`src/hdl/gbnrc_pkg.sv`:
```
// Shared types and codes for the go-back-n receiver check block.
package gbnrc_pkg;

  localparam int unsigned SEQ_W  = 8;
  localparam int unsigned TYPE_W = 8;
  localparam int unsigned CSUM_W = 16;
  localparam int unsigned CFG_W  = 8;
  localparam int unsigned CFG_IDX_W = 2;

  typedef enum logic [2:0] {
    ACT_ACCEPT = 3'd0,
    ACT_DUP    = 3'd1,
    ACT_FIN    = 3'd2,
    ACT_RESET  = 3'd3,
    ACT_DROP   = 3'd4,
    ACT_CLOSED = 3'd5
  } action_t;

  typedef enum logic {
    REQ_HEADER  = 1'b0,
    REQ_PAYLOAD = 1'b1
  } req_kind_t;

  typedef enum logic [CFG_IDX_W-1:0] {
    CFG_DATA_TYPE = 2'd0,
    CFG_FIN_TYPE  = 2'd1,
    CFG_SYN_TYPE  = 2'd2,
    CFG_UNUSED    = 2'd3
  } cfg_index_t;

  // Header view of the packet that ends with the current request
  typedef struct packed {
    logic [TYPE_W-1:0] pkt_type;
    logic [SEQ_W-1:0]  seq;
    logic              checksum_ok;
  } hdr_view_t;

endpackage

```
`src/hdl/go_back_n_receiver_check.sv`:
```
// Top level of the go-back-n receiver verdict engine.
//
//   channel | direction | handshake          | payload
//   in_     | in        | in_valid/in_stall  | req_type pkt_type rx_seq rx_checksum data_word
//           |           |                    | last_word
//   out_    | out       | out_valid/out_stall| action ack_seq checksum_ok
//   cfg_    | in        | cfg_we             | cfg_index cfg_wdata
//
// One request per cycle while in_stall is low; a last request's verdict is registered.
// Checksum add, fold and compare sit between the request and the result register.
// A skid register holds a second verdict; in_stall rises only when it is full.
// Synchronous reset: link open, expected sequence zero, type codes 2, 4 and 0.
module go_back_n_receiver_check_core import gbnrc_pkg::*; (
  input  logic                 clk,
  input  logic                 rst_n,
  input  logic                 in_valid,
  output logic                 in_stall,
  input  logic                 in_req_type,
  input  logic [TYPE_W-1:0]    in_pkt_type,
  input  logic [SEQ_W-1:0]     in_rx_seq,
  input  logic [CSUM_W-1:0]    in_rx_checksum,
  input  logic [CSUM_W-1:0]    in_data_word,
  input  logic                 in_last_word,
  output logic                 out_valid,
  input  logic                 out_stall,
  output logic [2:0]           out_action,
  output logic [SEQ_W-1:0]     out_ack_seq,
  output logic                 out_checksum_ok,
  input  logic                 cfg_we,
  input  logic [CFG_IDX_W-1:0] cfg_index,
  input  logic [CFG_W-1:0]     cfg_wdata
);

  logic [TYPE_W-1:0] data_code_r, fin_code_r, syn_code_r;
  logic [SEQ_W-1:0]  exp_seq_r, exp_seq_nxt;
  logic              link_open_r, link_open_nxt;
  logic              in_accept;
  logic              fire;
  hdr_view_t         view;
  action_t           res_action;
  logic [SEQ_W-1:0]  res_ack;

  action_t           out_action_r, skid_action_r;
  logic [SEQ_W-1:0]  out_ack_r, skid_ack_r;
  logic              out_ok_r, skid_ok_r;
  logic              out_valid_r, skid_valid_r;
  logic              drain;

  assign in_stall  = skid_valid_r;
  assign in_accept = in_valid && !skid_valid_r;
  assign fire      = in_accept && in_last_word;

  gbnrc_acc u_acc (
    .clk         (clk),
    .rst_n       (rst_n),
    .accept      (in_accept),
    .req_type    (in_req_type),
    .pkt_type    (in_pkt_type),
    .rx_seq      (in_rx_seq),
    .rx_checksum (in_rx_checksum),
    .data_word   (in_data_word),
    .last_word   (in_last_word),
    .view        (view)
  );

  always_ff @(posedge clk) begin
    if (!rst_n) begin
      data_code_r <= 8'd2;
      fin_code_r  <= 8'd4;
      syn_code_r  <= 8'd0;
    end else if (cfg_we) begin
      unique case (cfg_index_t'(cfg_index))
        CFG_DATA_TYPE: data_code_r <= cfg_wdata;
        CFG_FIN_TYPE:  fin_code_r  <= cfg_wdata;
        CFG_SYN_TYPE:  syn_code_r  <= cfg_wdata;
        default: ;
      endcase
    end
  end

  // verdict
  always_comb begin
    res_action    = ACT_DROP;
    res_ack       = '0;
    exp_seq_nxt   = exp_seq_r;
    link_open_nxt = link_open_r;
    priority if (!link_open_r) begin
      res_action = ACT_CLOSED;
    end else if (view.pkt_type == data_code_r && view.checksum_ok) begin
      if (view.seq == exp_seq_r) begin
        res_action  = ACT_ACCEPT;
        res_ack     = exp_seq_r;
        exp_seq_nxt = exp_seq_r + 8'd1;
      end else begin
        res_action = ACT_DUP;
        res_ack    = exp_seq_r - 8'd1;
      end
    end else if (view.pkt_type == fin_code_r) begin
      res_action    = ACT_FIN;
      link_open_nxt = 1'b0;
    end else if (view.pkt_type == syn_code_r) begin
      res_action = ACT_RESET;
      res_ack    = exp_seq_r;
    end else begin
      res_action = ACT_DROP;
    end
  end

  always_ff @(posedge clk) begin
    if (!rst_n) begin
      exp_seq_r   <= '0;
      link_open_r <= 1'b1;
    end else if (fire) begin
      exp_seq_r   <= exp_seq_nxt;
      link_open_r <= link_open_nxt;
    end
  end

  // result register with skid stage
  assign drain = !out_valid_r || !out_stall;

  always_ff @(posedge clk) begin
    if (!rst_n) begin
      out_valid_r  <= 1'b0;
      skid_valid_r <= 1'b0;
    end else if (skid_valid_r) begin
      if (drain) begin
        out_valid_r  <= 1'b1;
        skid_valid_r <= 1'b0;
      end
    end else if (fire) begin
      if (drain) begin
        out_valid_r <= 1'b1;
      end else begin
        skid_valid_r <= 1'b1;
      end
    end else if (drain) begin
      out_valid_r <= 1'b0;
    end
  end

  always_ff @(posedge clk) begin
    if (skid_valid_r) begin
      if (drain) begin
        out_action_r <= skid_action_r;
        out_ack_r    <= skid_ack_r;
        out_ok_r     <= skid_ok_r;
      end
    end else if (fire) begin
      if (drain) begin
        out_action_r <= res_action;
        out_ack_r    <= res_ack;
        out_ok_r     <= view.checksum_ok;
      end else begin
        skid_action_r <= res_action;
        skid_ack_r    <= res_ack;
        skid_ok_r     <= view.checksum_ok;
      end
    end
  end

  assign out_valid       = out_valid_r;
  assign out_action      = out_action_r;
  assign out_ack_seq     = out_ack_r;
  assign out_checksum_ok = out_ok_r;

`ifndef SYNTH
  a_skid_behind_out: assert property (@(posedge clk) disable iff (!rst_n)
    skid_valid_r |-> out_valid_r)
    else $error("skid register full while result register empty");

  a_link_stays_closed: assert property (@(posedge clk) disable iff (!rst_n)
    !link_open_r |=> !link_open_r)
    else $error("link reopened without reset");

  a_seq_advance: assert property (@(posedge clk) disable iff (!rst_n)
    (fire && res_action == ACT_ACCEPT) |=> exp_seq_r == 8'($past(exp_seq_r) + 8'd1))
    else $error("expected sequence did not advance on accept");

  a_seq_hold: assert property (@(posedge clk) disable iff (!rst_n)
    !fire |=> $stable(exp_seq_r))
    else $error("expected sequence moved without a verdict");
`endif

endmodule

```
`src/hdl/gbnrc_acc.sv`:
```
// Checksum accumulator and held header registers.
module gbnrc_acc import gbnrc_pkg::*; (
  input  logic              clk,
  input  logic              rst_n,
  input  logic              accept,
  input  logic              req_type,
  input  logic [TYPE_W-1:0] pkt_type,
  input  logic [SEQ_W-1:0]  rx_seq,
  input  logic [CSUM_W-1:0] rx_checksum,
  input  logic [CSUM_W-1:0] data_word,
  input  logic              last_word,
  output hdr_view_t         view
);

  logic [CSUM_W-1:0] sum_r,  sum_nxt;
  logic [TYPE_W-1:0] type_r, type_nxt;
  logic [SEQ_W-1:0]  seq_r,  seq_nxt;
  logic [CSUM_W-1:0] chk_r,  chk_nxt;
  logic [CSUM_W-1:0] addend;
  logic [CSUM_W-1:0] base;
  logic [CSUM_W:0]   raw;

  always_comb begin
    if (req_kind_t'(req_type) == REQ_HEADER) begin
      type_nxt = pkt_type;
      seq_nxt  = rx_seq;
      chk_nxt  = rx_checksum;
      addend   = {rx_seq, pkt_type};
      base     = '0;
    end else begin
      type_nxt = type_r;
      seq_nxt  = seq_r;
      chk_nxt  = chk_r;
      addend   = data_word;
      base     = sum_r;
    end
    // end-around carry
    raw     = {1'b0, base} + {1'b0, addend};
    sum_nxt = raw[CSUM_W-1:0] + {{(CSUM_W-1){1'b0}}, raw[CSUM_W]};
    view.pkt_type    = type_nxt;
    view.seq         = seq_nxt;
    view.checksum_ok = (~sum_nxt) == chk_nxt;
  end

  always_ff @(posedge clk) begin
    if (!rst_n) begin
      sum_r  <= '0;
      type_r <= '0;
      seq_r  <= '0;
      chk_r  <= '0;
    end else if (accept) begin
      if (last_word) begin
        sum_r  <= '0;
        type_r <= '0;
        seq_r  <= '0;
        chk_r  <= '0;
      end else begin
        sum_r  <= sum_nxt;
        type_r <= type_nxt;
        seq_r  <= seq_nxt;
        chk_r  <= chk_nxt;
      end
    end
  end

endmodule
```
`config.mk`:
```
export PLATFORM = sky130hd
export DESIGN_NAME = go_back_n_receiver_check_core
export DESIGN_NICKNAME = d
export VERILOG_FILES = /design/src/hdl/gbnrc_pkg.sv /design/src/hdl/go_back_n_receiver_check.sv /design/src/hdl/gbnrc_acc.sv
export SDC_FILE = /design/constraint.sdc
export NUM_CORES = 1
export LEC_CHECK = 0
export ABC_CLOCK_PERIOD_IN_PS = 8400
export BUFFER_PORTS_ARGS = -buffer_cell sky130_fd_sc_hd__buf_4
export CORE_MARGIN = 2
export CORE_UTILIZATION = 45
export DETAILED_ROUTE_END_ITERATION = 12
export PLACE_DENSITY = 0.75
export SLEW_MARGIN = 15
export SYNTH_ARGS = -nofsm -noshare
export SYNTH_HDL_FRONTEND = slang
export SYNTH_SLANG_ARGS = --single-unit
export TNS_END_PERCENT = 100
```
`constraint.sdc`:
```
create_clock -name clk -period 8.4 [get_ports clk]
set_input_delay 0.84 -clock clk [delete_from_list [all_inputs] [get_ports clk]]
set_output_delay 0.84 -clock clk [all_outputs]
set_load 0.05 [all_outputs]
```
# Word-level counts from Yosys, hierarchy flattened

Cells that the tools add are included.

Register bits: 107

$add $sub $neg: 4
Eq/ne operators: 7
Mux-type cells: 41
Bitwise gates (word level): 3
Reductions and logical operators: 16

Operator list:

| operator            | number |
|---|---|
| $mux 8              | 13 |
| $mux 16             | 5 |
| $eq 8x8->1          | 4 |
| $mux 3              | 8 |
| $add 16x16->17      | 1 |
| $add 16x1->16       | 1 |
| $eq 16x16->1        | 1 |
| $not 16->16         | 1 |
| $mux 1              | 15 |
| $add 8x1->8 const B | 1 |
| $reduce_and 2->1    | 4 |
| $sub 8x1->8 const B | 1 |
| $reduce_and 4->1    | 1 |
| $logic_and 1x1->1   | 3 |
| $logic_not 1->1     | 3 |
| $reduce_and 3->1    | 1 |
| $reduce_bool 3->1   | 1 |
| $eq 2x1->1 const B  | 1 |
| $eq 2x2->1 const B  | 1 |
| $logic_not 2->1     | 1 |
| $not 1->1           | 2 |
| $reduce_bool 2->1   | 1 |
| $logic_or 1x1->1    | 1 |

# Longest topological paths before layout

Word-level depth: 11
Mapped depth: 29

# By module

A second synthesis with hierarchy kept.

Cell total of the unflattened synthesis: 794
Area total of the unflattened synthesis: 6,871.6 µm²

Modules (own cells, without submodules):

| module                        | times used | cells an instance | area an instance (µm²) | seq. area each (µm²) |
|---|---|---|---|---|
| gbnrc_acc                     | 1          | 505               | 3,861.2                | 960.9 |
| go_back_n_receiver_check_core | 1          | 289               | 3,010.4                | 1,421.4 |

# Least setup slack after synthesis

OpenSTA, ideal clock, no wires.

Path kind: input -> register
From: input in_req_type
To: register out_action_r[2] (netlist: out_action[2]), data pin
Data arrival time: 6.833 ns
Setup slack: 1.307 ns
Stages on the path: 27
Cells stage by stage: clkbuf_1 -> buf_1 -> clkbuf_1 -> clkbuf_1 -> mux2_2 -> ha_1 -> and3_1 -> nand2_1 -> a211oi_1 -> o41ai_2 -> nor2_1 -> o21ai_0 -> nand2b_1 -> ha_1 -> nor2b_1 -> nor2b_1 -> nand3_1 -> or4_1 -> buf_2 -> xnor3_1 -> nand4_1 -> or3_4 -> a211o_1 -> nor2_1 -> buf_4 -> o21ai_2 -> mux2_2

Word-level cells in the longest chain between the ends: 11
Elaborated cells between the ends (all ways): 19
Those cells by class: add/sub: 2; eq/ne: 4; mux: 11; bitwise: 1; reduce/logical: 1

Ends and longest elaborated chain:

| element                 | line                            | RTL |
|---|---|---|
| start: declaration      | go_back_n_receiver_check.sv:18  | `input logic in_req_type,` |
| $mux 16                 | gbnrc_acc.sv:24                 | `if (req_kind_t'(req_type) == REQ_HEADER) begin` |
| $add 16x16->17          | gbnrc_acc.sv:38                 | `raw = {1'b0, base} + {1'b0, addend};` |
| $add 16x1->16           | gbnrc_acc.sv:39                 | `sum_nxt = raw[CSUM_W-1:0] + {{(CSUM_W-1){1'b0}}, raw[CSUM_W]};` |
| $not 16->16             | gbnrc_acc.sv:42                 | `view.checksum_ok = (~sum_nxt) == chk_nxt;` |
| $eq 16x16->1            | gbnrc_acc.sv:42                 |  |
| $logic_and 1x1->1       | go_back_n_receiver_check.sv:89  | `end else if (view.pkt_type == data_code_r && view.checksum_ok) begin` |
| $mux 3 (*)              | go_back_n_receiver_check.sv:89  |  |
| $mux 3 (*)              | go_back_n_receiver_check.sv:87  | `priority if (!link_open_r) begin` |
| named net res_action[2] | go_back_n_receiver_check.sv:40  | `action_t res_action;` |
| $mux 3 (*)              | go_back_n_receiver_check.sv:150 | `if (drain) begin` |
| $mux 3 (*)              | go_back_n_receiver_check.sv:149 | `end else if (fire) begin` |
| $mux 3 (*)              | go_back_n_receiver_check.sv:143 | `if (skid_valid_r) begin` |
| end signal: assignment  | go_back_n_receiver_check.sv:145 | `out_action_r <= skid_action_r;` |
| end signal: assignment  | go_back_n_receiver_check.sv:151 | `out_action_r <= res_action;` |
| end: declaration        | go_back_n_receiver_check.sv:43  | `action_t out_action_r, skid_action_r;` |

Mark *: on every way through the listed nets, which the timed path passes. The rest lies on a longest branch. The select of a mux whose other input is x is not followed.
A chain may end at the register's enable or synchronous reset.

# Worst setup path after layout

Same ends and word-level chain as after synthesis.

==> out/metrics.cfg <==
[clocking]
cts_buffers=9
path_clk_slew_ns=0.07
root_buffer=clkbuf_16
cts_hold_buf=0
cts_tree=yes
post_cts_resized=0
post_cts_buffers=0
clk_path_buf_depth=2
cts_htree_levels=3
cts_sinks=107
clock_latency_ns=0.37

[grt]
antenna_found_initial=0
grt_pass1_vias=5366
grt_pass1_wl_um=26800
overflow=0
grt_usage=0.206
grt_max_degree=61

[power]
power.share.clock=0.348
p_switching_uw=360
power_frac_seq=0.446
peakVddDrop_uv=148
cellPowerDensity_mw_per_mm2=159
p_int_uw=870
leakagePower_nw=3.15
p_comb_frac=0.206
p_sw_frac=0.293
p_total_mw=1.23

[yosys]
yosysSeqAreaShare=0.353
ys_types=68
ys_ff_latch=107
synth_edf_count=24
synth_area_per_cell_um2=9.01
synth_top_cell_by_area=dfxtp_1
synth_top_area_frac=0.246
syn_area_mm2=0.00675
async_flop_share=0
synthTopCellsByArea=dfxtp_1 25%, edfxtp_1 11%, mux2i_1 8.2%, xnor2_1 6.2%, nor2_1 6.1%
netlist_instances=749
synth_fp_nets=835
yosys_warnings=0
ys.flop_type=dfxtp_1

[die]
pin_count=79
initial_core_util=0.462
die-area_mm2=0.0160
core_area_mm2=0.0146
die_x_um=126
row_count=44
fp.dieH_um=126

[setup_path]
worstSetupPathType=input pin to flop
worst_setup_path_end_kind=flop
required_ns=8.52
arrival_ns=7.12
start_kind=input pin
worstPathMaxFanout=54

[placed_design]
post_dp_cell_area_mm2=0.00745
dpl.cell_count=978
io_buffers=78
dp_hpwl_um=12300
gp_congestion=0.909

[timing]
rsz0062_at_grt=false
hold_viol=0
finClkSkew_ns=0.00630
period_share=0.834
period_needed_ns=7.00
slew_viol_final=0
hold-worst-slack_ns=0.457
timing.fmax_ghz=0.143
slew_headroom=0.191
setup_violations=0
worstMarginPinSlew_ns=1.21
finalSetupTns_ns=0

[drt]
ant_nets=0
routed_wirelength_um=16600
drt_iter0_drc=341
viasPerCell=5.68
wl_per_cell_um=16.7
route.detailed.drc=0
drt-pass1-iter-count=5
vias=5647

[final_layout]
layout_commonest_cell=nor2_1
n_antenna_cell=0
final_cell_count_no_fill=995
layout_common_cells=109 x nor2_1, 85 x buf_4, 83 x dfxtp_1, 55 x mux2i_1, 48 x xnor2_1
syn_to_final_growth_pct=15.0
layout.nets=892
layout-drive-gt1-share=0.173
stdcell_area_mm2=0.00775

[outcome]
outcome=completed

[worst_hold_path]
hp-class=flop to flop

[flow_run]
drv_cap=0

path summary, 6_finish.rpt:
check                           slack, ns                     endpoint                        start  depth (start not counted)
worst min register to register       0.46  u_acc.sum_r[5]$_SDFFE_PN0P_  u_acc.sum_r[5]$_SDFFE_PN0P_                          2
worst max-delay path                 1.40      out_action[2]$_DFFE_PP_                  in_req_type                         25
worst min-delay path                 0.46  u_acc.sum_r[5]$_SDFFE_PN0P_  u_acc.sum_r[5]$_SDFFE_PN0P_                          2
worst max register to register       2.26      out_action[2]$_DFFE_PP_  u_acc.sum_r[0]$_SDFFE_PN0P_                         24
Yosys cell counts (5+ instances only):
cell        n
or3_1       6
a21oi_1    33
mux2_2     17
o21ai_0    10
xnor2_1    48
a22oi_1    37
nor2b_1    12
nand2b_1   10
ha_1       20
a21o_1      6
dfxtp_1    83
nand4_1    10
nand2_1    43
inv_1      13
and3_1      5
a211o_1     5
mux2i_1    55
a211oi_1    7
clkbuf_1   30
edfxtp_1   24
xor2_1     26
nor3_1     12
nor2_1    109
nand3_1    10
and2_1     20
nor4_1     12
o21ai_1     8
power by group through the flow:
stage / Combinational [mW] / Clock [mW] / Sequential [mW]
finish: 0.253 / 0.428 / 0.548
global route: 0.276 / 0.451 / 0.550
CTS: 0.252 / 0.433 / 0.548
detailed placement: 0.250 / 0 / 0.560
global placement: 0.247 / 0 / 0.560
floorplan: 0.169 / 0 / 0.568
logic make-up (layout without fill, tap and decap cells):
family | Yosys count | count (layout) | synth area share
and+or+nand+nor | 269 | 269 | 0.193
AOI/OAI and AO/OA | 145 | 145 | 0.154
DFF | 107 | 107 | 0.353
xor gates and xnor gates | 81 | 81 | 0.117
muxes | 72 | 72 | 0.110
buffers and inverters | 54 | 116 | 0.0325
adders and majority gates | 21 | 21 | 0.0401
per-stage QoR:
step / setup WS [ns] / util
detailed placement: 1.13 / 0.511
CTS: 1.49 / 0.531
floorplan: 1.31 / -
finish: 1.40 / 0.531
global route: 0.909 / 0.531
global placement: 1.25 / 0.511
cell type report:
cell class	count	area, µm²
flip-flops and latches	107	2380
fillers	1350	6840
clock inverters	6	45.0
well taps	184	230
inverters	14	52.6
clock buffers	10	250
multi-input cells	588	4150
repair buffers	86	646
per-layer routing:
metal  up-vias  global-route usage  wire (µm)
met4         0              0.0511        219
met5         -                   0          0
met3        18              0.0392        864
met2       153               0.340       7600
met1      2680               0.280       7900
li1       2796                   -          -
critical path, cell delays in order:
cell      delay [ns]
buf_4           0.52
mux2_2          0.28
ha_1            0.15
inv_1           0.06
fa_1            0.40
nand2b_1        0.20
a21o_1          0.22
a211oi_1        0.33
o41ai_2         0.14
nor2_1          0.11
o21ai_0         0.10
nand2b_1        0.14
ha_1            0.15
nor2b_1         0.18
nor2b_1         0.24
nand3_1         0.21
or4_1           0.58
xnor3_1         0.32
nand4_1         0.14
or3_4           0.44
a211o_1         0.35
nor2_1          0.38
buf_4           0.22
o21ai_2         0.07
mux2_2          0.27
flip-flops by register name, summed over array words and instances (netlist names):
| signal | cells |
|---|---|
| u_acc.seq_r | 8 |
| u_acc.sum_r | 16 |
| u_acc.chk_r | 16 |
| out_ack_seq | 8 |
| skid_action_r | 3 |
| u_acc.type_r | 8 |
| in_stall | 1 |
| fin_code_r | 8 |
| data_code_r | 8 |
| out_action | 3 |
| exp_seq_r | 8 |
| out_valid | 1 |
| out_checksum_ok | 1 |
| skid_ack_r | 8 |
| syn_code_r | 8 |
| skid_ok_r | 1 |
| link_open_r | 1 |
No activity file was read; power rests on OpenSTA's default activity.
